===== src/hdl/hcbd_pkg.sv =====
// Package for the HTTP chunked body decoder.
// Holds the transaction payload types, result and error codes, and the hex digit decoder.
// No dependencies.
`default_nettype none

package hcbd_pkg;

   // Width of a chunk size field, in bits.
   localparam int SIZE_WIDTH = 32;
   localparam int COUNT_WIDTH = 32;
   // Width used to compare a chunk size against the remaining capacity.
   localparam int CMP_WIDTH = (SIZE_WIDTH > COUNT_WIDTH) ? SIZE_WIDTH : COUNT_WIDTH;

   localparam logic [COUNT_WIDTH-1:0] CAPACITY_RESET = COUNT_WIDTH'(65536);
   localparam logic [COUNT_WIDTH-1:0] COUNT_MAX = '1;

   // Input commands.
   localparam logic CMD_BYTE    = 1'b0;
   localparam logic CMD_RESTART = 1'b1;

   // Result kinds.
   localparam logic [1:0] KIND_BODY     = 2'd0;
   localparam logic [1:0] KIND_COMPLETE = 2'd1;
   localparam logic [1:0] KIND_ERROR    = 2'd2;

   // Error codes.
   localparam logic [1:0] ERR_NONE      = 2'd0;
   localparam logic [1:0] ERR_MALFORMED = 2'd1;
   localparam logic [1:0] ERR_OVERFLOW  = 2'd2;
   localparam logic [1:0] ERR_CAPACITY  = 2'd3;

   // Framing characters.
   localparam logic [7:0] CHAR_CR    = 8'h0d;
   localparam logic [7:0] CHAR_LF    = 8'h0a;
   localparam logic [7:0] CHAR_SEMI  = 8'h3b;
   localparam logic [7:0] CHAR_SPACE = 8'h20;
   localparam logic [7:0] CHAR_TAB   = 8'h09;

   typedef struct packed {
      logic       command;
      logic [7:0] data_byte;
   } req_payload_type;

   typedef struct packed {
      logic [1:0]             kind;
      logic [7:0]             body_byte;
      logic [1:0]             error_code;
      logic [COUNT_WIDTH-1:0] consumed_bytes;
      logic [COUNT_WIDTH-1:0] decoded_length;
   } rsp_payload_type;

   typedef struct packed {
      logic       valid;
      logic [3:0] value;
   } hex_digit_type;

   // Decodes one ASCII hex digit of either case.
   function automatic hex_digit_type hex_decode(input logic [7:0] b);
      hex_digit_type result;
      result.valid = 1'b1;
      result.value = 4'd0;
      if (b >= 8'h30 && b <= 8'h39) begin
         result.value = 4'(b - 8'h30);
      end else if (b >= 8'h61 && b <= 8'h66) begin
         result.value = 4'(b - 8'h57);
      end else if (b >= 8'h41 && b <= 8'h46) begin
         result.value = 4'(b - 8'h37);
      end else begin
         result.valid = 1'b0;
      end
      return result;
   endfunction

endpackage

`default_nettype wire


===== src/hdl/http_chunked_body_decoder_top.sv =====
// Top level of the HTTP chunked body decoder.
// Parses chunk framing one byte per transaction; depends on hcbd_pkg.
`default_nettype none

// The decoder takes one stream byte (or a restart command) per cycle and
// produces at most one result per byte: a decoded body byte, a completion
// report with the stream bytes consumed, or an error. Every byte is handled
// in the cycle it is accepted, by the framing state update that feeds the
// result register, so throughput is one transaction per clock while the
// result register drains. A new byte is accepted whenever the result
// register is empty or is being drained in the same cycle. After a
// completion or an error, bytes are dropped without a result until a restart
// command arrives. The capacity register may be written at any time the
// decoder is idle and applies to the next chunk-size line that ends.
module http_chunked_body_decoder_top
   import hcbd_pkg::*;
(
   input  wire logic                   clock,
   input  wire logic                   reset,
   input  wire logic                   req_valid,
   output logic                        req_ready,
   input  wire req_payload_type        req_data,
   output logic                        rsp_valid,
   input  wire logic                   rsp_ready,
   output rsp_payload_type             rsp_data,
   input  wire logic                   csr_valid,
   output logic                        csr_ready,
   input  wire logic [COUNT_WIDTH-1:0] csr_data
);

   typedef enum logic [2:0] {
      PH_SIZE,
      PH_DATA,
      PH_DATA_CR,
      PH_DATA_LF,
      PH_TRAILER,
      PH_DONE,
      PH_ERROR
   } phase_type;

   phase_type              phase_ff, phase_in;
   logic [SIZE_WIDTH-1:0]  size_acc_ff, size_acc_in;
   logic [SIZE_WIDTH-1:0]  chunk_rem_ff, chunk_rem_in;
   logic                   digit_seen_ff, digit_seen_in;
   logic                   blank_seen_ff, blank_seen_in;
   logic                   in_ext_ff, in_ext_in;
   logic                   prev_cr_ff, prev_cr_in;
   logic                   line_empty_ff, line_empty_in;
   logic [COUNT_WIDTH-1:0] decoded_ff, decoded_in;
   logic [COUNT_WIDTH-1:0] consumed_ff, consumed_in;
   logic [COUNT_WIDTH-1:0] capacity_ff;
   logic                   rsp_valid_ff, rsp_valid_in;
   rsp_payload_type        rsp_data_ff, rsp_data_in;

   logic                   req_accept;
   logic [7:0]             b;
   hex_digit_type          digit;
   logic                   emit;
   logic [COUNT_WIDTH-1:0] room;
   logic                   cap_fail;
   logic                   acc_full;

   // Handshakes: the result register frees up when drained.
   assign req_ready  = !rsp_valid_ff || rsp_ready;
   assign req_accept = req_valid && req_ready;
   assign csr_ready  = 1'b1;
   assign rsp_valid  = rsp_valid_ff;
   assign rsp_data   = rsp_data_ff;

   assign b        = req_data.data_byte;
   assign digit    = hex_decode(b);
   assign room     = capacity_ff - decoded_ff;
   assign cap_fail = (decoded_ff > capacity_ff) ||
                     (CMP_WIDTH'(size_acc_ff) > CMP_WIDTH'(room));
   // Another digit would not fit when the top nibble is already in use.
   assign acc_full = (size_acc_ff[SIZE_WIDTH-1 -: 4] != 4'd0);

   // Framing state update for one accepted transaction.
   always_comb begin
      phase_in      = phase_ff;
      size_acc_in   = size_acc_ff;
      chunk_rem_in  = chunk_rem_ff;
      digit_seen_in = digit_seen_ff;
      blank_seen_in = blank_seen_ff;
      in_ext_in     = in_ext_ff;
      prev_cr_in    = prev_cr_ff;
      line_empty_in = line_empty_ff;
      decoded_in    = decoded_ff;
      consumed_in   = consumed_ff;
      emit          = 1'b0;
      rsp_data_in.kind           = KIND_BODY;
      rsp_data_in.body_byte      = 8'd0;
      rsp_data_in.error_code     = ERR_NONE;
      rsp_data_in.consumed_bytes = '0;
      rsp_data_in.decoded_length = decoded_ff;

      if (req_data.command == CMD_RESTART) begin
         phase_in      = PH_SIZE;
         size_acc_in   = '0;
         chunk_rem_in  = '0;
         digit_seen_in = 1'b0;
         blank_seen_in = 1'b0;
         in_ext_in     = 1'b0;
         prev_cr_in    = 1'b0;
         line_empty_in = 1'b1;
         decoded_in    = '0;
         consumed_in   = '0;
      end else if (phase_ff != PH_DONE && phase_ff != PH_ERROR) begin
         if (consumed_ff != COUNT_MAX) begin
            consumed_in = consumed_ff + 1'b1;
         end

         unique case (phase_ff)
            PH_SIZE: begin
               // A line end is either CRLF after the size or after an extension.
               if ((in_ext_ff || prev_cr_ff) && prev_cr_ff && b == CHAR_LF) begin
                  if (!digit_seen_ff) begin
                     emit = 1'b1;
                     rsp_data_in.error_code = ERR_MALFORMED;
                  end else begin
                     size_acc_in   = '0;
                     digit_seen_in = 1'b0;
                     blank_seen_in = 1'b0;
                     in_ext_in     = 1'b0;
                     prev_cr_in    = 1'b0;
                     line_empty_in = 1'b1;
                     if (size_acc_ff == '0) begin
                        phase_in = PH_TRAILER;
                     end else if (cap_fail) begin
                        emit = 1'b1;
                        rsp_data_in.error_code = ERR_CAPACITY;
                     end else begin
                        chunk_rem_in = size_acc_ff;
                        phase_in     = PH_DATA;
                     end
                  end
               end else if (in_ext_ff) begin
                  prev_cr_in = (b == CHAR_CR);
               end else if (prev_cr_ff) begin
                  // A bare CR in the size field.
                  emit = 1'b1;
                  rsp_data_in.error_code = ERR_MALFORMED;
               end else if (b == CHAR_CR) begin
                  prev_cr_in = 1'b1;
               end else if (b == CHAR_SEMI) begin
                  if (!digit_seen_ff) begin
                     emit = 1'b1;
                     rsp_data_in.error_code = ERR_MALFORMED;
                  end else begin
                     in_ext_in = 1'b1;
                  end
               end else if (b == CHAR_SPACE || b == CHAR_TAB) begin
                  if (digit_seen_ff) begin
                     blank_seen_in = 1'b1;
                  end
               end else if (!digit.valid || blank_seen_ff) begin
                  emit = 1'b1;
                  rsp_data_in.error_code = ERR_MALFORMED;
               end else if (acc_full) begin
                  emit = 1'b1;
                  rsp_data_in.error_code = ERR_OVERFLOW;
               end else begin
                  size_acc_in   = {size_acc_ff[SIZE_WIDTH-5:0], digit.value};
                  digit_seen_in = 1'b1;
               end
            end

            PH_DATA: begin
               decoded_in   = decoded_ff + 1'b1;
               chunk_rem_in = chunk_rem_ff - 1'b1;
               if (chunk_rem_ff == SIZE_WIDTH'(1)) begin
                  phase_in = PH_DATA_CR;
               end
               emit = 1'b1;
               rsp_data_in.kind           = KIND_BODY;
               rsp_data_in.body_byte      = b;
               rsp_data_in.decoded_length = decoded_ff + 1'b1;
            end

            PH_DATA_CR: begin
               if (b != CHAR_CR) begin
                  emit = 1'b1;
                  rsp_data_in.error_code = ERR_MALFORMED;
               end else begin
                  phase_in = PH_DATA_LF;
               end
            end

            PH_DATA_LF: begin
               if (b != CHAR_LF) begin
                  emit = 1'b1;
                  rsp_data_in.error_code = ERR_MALFORMED;
               end else begin
                  size_acc_in   = '0;
                  digit_seen_in = 1'b0;
                  blank_seen_in = 1'b0;
                  in_ext_in     = 1'b0;
                  prev_cr_in    = 1'b0;
                  line_empty_in = 1'b1;
                  phase_in      = PH_SIZE;
               end
            end

            PH_TRAILER: begin
               // Trailer lines run until an empty line.
               if (prev_cr_ff && b == CHAR_LF) begin
                  if (line_empty_ff) begin
                     phase_in = PH_DONE;
                     emit     = 1'b1;
                     rsp_data_in.kind           = KIND_COMPLETE;
                     rsp_data_in.consumed_bytes = consumed_in;
                  end else begin
                     line_empty_in = 1'b1;
                     prev_cr_in    = 1'b0;
                  end
               end else if (b == CHAR_CR) begin
                  prev_cr_in = 1'b1;
                  if (prev_cr_ff) begin
                     line_empty_in = 1'b0;
                  end
               end else begin
                  line_empty_in = 1'b0;
                  prev_cr_in    = 1'b0;
               end
            end

            default: begin
               phase_in = PH_ERROR;
            end
         endcase

         // Any error result moves to the error phase.
         if (emit && rsp_data_in.error_code != ERR_NONE) begin
            phase_in = PH_ERROR;
            rsp_data_in.kind = KIND_ERROR;
         end
      end

      rsp_valid_in = req_accept ? emit : (rsp_valid_ff && !rsp_ready);
   end

   // State, configuration and result registers.
   always_ff @(posedge clock) begin
      if (reset) begin
         phase_ff      <= PH_SIZE;
         size_acc_ff   <= '0;
         chunk_rem_ff  <= '0;
         digit_seen_ff <= 1'b0;
         blank_seen_ff <= 1'b0;
         in_ext_ff     <= 1'b0;
         prev_cr_ff    <= 1'b0;
         line_empty_ff <= 1'b1;
         decoded_ff    <= '0;
         consumed_ff   <= '0;
         capacity_ff   <= CAPACITY_RESET;
         rsp_valid_ff  <= 1'b0;
      end else begin
         if (req_accept) begin
            phase_ff      <= phase_in;
            size_acc_ff   <= size_acc_in;
            chunk_rem_ff  <= chunk_rem_in;
            digit_seen_ff <= digit_seen_in;
            blank_seen_ff <= blank_seen_in;
            in_ext_ff     <= in_ext_in;
            prev_cr_ff    <= prev_cr_in;
            line_empty_ff <= line_empty_in;
            decoded_ff    <= decoded_in;
            consumed_ff   <= consumed_in;
         end
         if (csr_valid && csr_ready) begin
            capacity_ff <= csr_data;
         end
         rsp_valid_ff <= rsp_valid_in;
      end
   end

   // Result payload loads only with a new result.
   always_ff @(posedge clock) begin
      if (req_accept && emit) begin
         rsp_data_ff <= rsp_data_in;
      end
   end

endmodule

`default_nettype wire


===== config.mk =====
export PLATFORM = sky130hd
export DESIGN_NAME = http_chunked_body_decoder_top
export DESIGN_NICKNAME = d
export VERILOG_FILES = /design/src/hdl/hcbd_pkg.sv /design/src/hdl/http_chunked_body_decoder_top.sv
export SDC_FILE = /design/constraint.sdc
export NUM_CORES = 1
export LEC_CHECK = 0
export BUFFER_PORTS_ARGS = -buffer_cell sky130_fd_sc_hd__buf_2
export CAP_MARGIN = 20
export CORE_ASPECT_RATIO = 1.75
export CORE_MARGIN = 1
export CORE_UTILIZATION = 38
export CTS_CLUSTER_DIAMETER = 100
export DETAILED_ROUTE_END_ITERATION = 10
export SLEW_MARGIN = 5
export SYNTH_ARGS = -nofsm -noshare
export SYNTH_HDL_FRONTEND = slang
export SYNTH_SLANG_ARGS = --single-unit

===== constraint.sdc =====
create_clock -name clock -period 8.4 [get_ports clock]
set_input_delay 0.42 -clock clock [delete_from_list [all_inputs] [get_ports clock]]
set_output_delay 0.42 -clock clock [all_outputs]
set_load 0.01 [all_outputs]

==> impl_metrics.tcl <==
set metrics [dict create \
    status "complete, no violations" \
    dr.pass1.iters 5 \
    core_area_um2 37000 \
    r2r_start "decoded_ff[0]" \
    wl_met2_mm 21.3 \
    muxShareOfSynthArea 0.0251 \
    required_ps 8560 \
    ctsHtreeMaxLevel 1 \
    synth_top_family_by_area "simple AND/OR/NAND/NOR gates" \
    cts_max_path_buffers 3 \
    synth_top_area_cell "dfxtp_1" \
    antenna_found_initial 0 \
    syn_inst 1727 \
    synth-compound-area-share 0.184 \
    post_cts_hold_buffer_count 0 \
    seqCellArea_um2 5670 \
    synth_async_sr_flop_share 0 \
    cts_buffers 24 \
    wl_met1_mm 15.5 \
    final_max_slew_viol_count 0 \
    layout-drive-gt1-share 0.108 \
    seqPwrFrac 0.422 \
    num_io_pins 125 \
    die_area_um2 38600 \
    period_needed_ps 6760 \
    synth_xor_area_frac 0.0604 \
    end_kind "register" \
    vdd_drop_max_mv 0.119 \
    finalSetupTns_ps 0 \
    dpl.hpwl_mm 29.4 \
    intPower_mw 2.23 \
    synthSimpleGateAreaFrac 0.229 \
    place_congestion 0.906 \
    yosysTopAreaCellShare 0.236 \
    yosysWarnings 0 \
    worstPathMaxFanout 75 \
    relSlewSlack 0.278 \
    num_vias 12942 \
    diodes 0 \
    hold_path_class "in -> reg" \
    synthFlopType "dfxtp_1" \
    drcViolationCount 0 \
    worstMarginPinSlew_ps 1080 \
    dr_wl_met3_mm 1.46 \
    fin_crit_sh 0.805 \
    detail_route.wl_per_cell_um 17.7 \
    synth_edf_count 76 \
    synthesis.area_um2 14400 \
    drtIter0Drc 760 \
    dr.max_layer_used "met4" \
    finalWirelength_mm 40.5 \
    initial_utilization 0.388 \
    fp.dieW_um 149 \
    rsz0062_at_grt "no" \
    p_sw_frac 0.317 \
    cts_resized 0 \
    cp.arrival_ps 6920 \
    grt_pass1_vias 12618 \
    drtAntennaViolNets 0 \
    routed_via_density 5.67 \
    p_sw_mw 1.04 \
    start_kind "register" \
    grt_max_degree 86 \
    yosysSeqAreaShare 0.394 \
    finalHoldViolations 0 \
    cts_root_buf "clkbuf_16" \
    pwr-share-clk 0.334 \
    postCtsSetupBuffers 0 \
    netlist_top_cells_count "nor2_1 (229), dfxtp_1 (169), nand2_1 (154)" \
    fillCellCount 3708 \
    pwr-share-comb 0.244 \
    syn_nets 1846 \
    final_area_um2 16200 \
    dieHeight_um 259 \
    p_total_mw 3.27 \
    fp-row-count 93 \
    grt_usage 0.209 \
    numPortBuffers 123 \
    synth_area_leaders "dfxtp_1 (24%), edfxtp_1 (16%), ha_1 (6.3%), nor2_1 (6.0%), a21oi_1 (4.8%)" \
    fmax_mhz 148 \
    post-synth-top-count-cell "nor2_1" \
    worstHoldStart "csr_data[16]" \
    yosysUniqueCellTypes 71 \
    area_growth_pct 12.6 \
    ys_ff_latch 245 \
    finalSetupViolations 0 \
    overflow 0 \
    path_clk_slew_ps 60 \
    clock_latency_ps 540 \
    synthAdderAreaFrac 0.0641 \
    p_leak_nw 6.01 \
    cts_tree "done" \
    multi_input_area_um2 8130 \
    power.density_nw_per_um2 202 \
    placed_area_um2 15300 \
    cts_sinks 245 \
    grt_pass1_wl_mm 64.9 \
    syn_area_per_cell_um2 8.32 \
    fin_nets 1912 \
    skew_ps 12.1 \
    max_cap_violations 0 \
    startpoint "decoded_ff[0]" \
    setup.worst_path.class "reg -> reg" \
]
## final timing paths
path | to | slack, ps | depth (start not counted)
max reg2reg | rsp_data[29] | 1640 | 24
min | capacity_ff[16] | 100 | 2
max | rsp_data[29] | 1640 | 24
min reg2reg | chunk_rem_ff[5] | 470 | 2
## cells by family after synthesis
kind of cell | count (synthesis)
muxes | 36
other | 1
and+or+nand+nor | 683
adders and majority gates | 73
xor gates and xnor gates | 99
AOI/OAI and AO/OA | 432
DFF | 245
buffers and inverters | 158
## metrics by stage
stage | std cells | hold WS [ps] | worst slack [ps] | utilization
6_report | 2283 | 101 | 1640 | 0.437
5_1_grt | 2283 | 80.2 | 1180 | 0.437
4_1_cts | 2280 | 81.5 | 1590 | 0.435
3_5_place_dp | 2239 | 466 | 1630 | 0.414
3_3_place_gp | 2239 | 454 | 1750 | 0.414
2_1_floorplan | 1727 | 441 | 333 | -
## critical path, cell delays in order (launching register included)
cell and delay, ps:
dfxtp_1 380, ha_1 260, fa_1 410, nor2b_1 150, o31a_1 190, o21ai_1 130
a211o_1 330, a31oi_1 430, a41oi_1 210, o21ai_0 470, o31ai_1 140, xor2_1 170
ha_1 290, and4_1 200, nand2_1 100, a31oi_1 40, a2111oi_0 390, o21ai_0 140
a211oi_1 400, buf_4 220, a21oi_1 90, o21ba_2 240, a311oi_1 470, nor2_4 50
buf_4 390
## registers in the layout, indices dropped and copies added (netlist names)
| register | cells |
|---|---|
| line_empty_ff | 1 |
| capacity_ff | 32 |
| in_ext_ff | 1 |
| consumed_ff | 32 |
| rsp_data | 76 |
| chunk_rem_ff | 32 |
| size_acc_ff | 32 |
| blank_seen_ff | 1 |
| decoded_ff | 32 |
| rsp_valid | 1 |
| prev_cr_ff | 1 |
| phase_ff | 3 |
| digit_seen_ff | 1 |
## layout make-up
class / count / share of cell area
Multi-Input combinational cell: 1324 / 0.502
Timing Repair Buffer: 141 / 0.0495
Sequential cell: 245 / 0.350
Clock inverter: 4 / 0.00279
Tap cell: 475 / 0.0368
Inverter: 57 / 0.0132
Clock buffer: 37 / 0.0449
## power groups by stage
| stage | registers (mW) | clock network (mW) | logic, mW |
|---|---|---|---|
| after floorplan | 1.43 | 0 | 0.523 |
| after global placement | 1.40 | 0 | 0.770 |
| after detailed placement | 1.41 | 0 | 0.779 |
| after CTS | 1.38 | 1.12 | 0.783 |
| after global routing | 1.39 | 1.16 | 0.881 |
| final | 1.38 | 1.09 | 0.798 |
## layer usage
layer | track usage | vias up
li1 | - | 6362
met5 | 0 | -
met3 | 0.0193 | 103
met2 | 0.391 | 314
met1 | 0.222 | 6163
met4 | 0.123 | 0
## cell usage in the layout (no fill, tap or decap), drive strengths merged, types with 28 or more instances in the layout
cell type,Yosys,routed
nor3,45,45
mux2i,36,36
o21ai,114,114
edfxtp,76,76
nand4,40,40
inv,57,56
nand3,61,61
or3,28,28
clkbuf,83,37
xnor2,66,66
a22oi,39,39
a21oi,139,139
dfxtp,169,169
nand2,154,154
a21o,30,30
nor4,34,34
nor2,229,229
xor2,33,33
buf,18,141
ha,72,72
(Power assumes the default switching activity.)
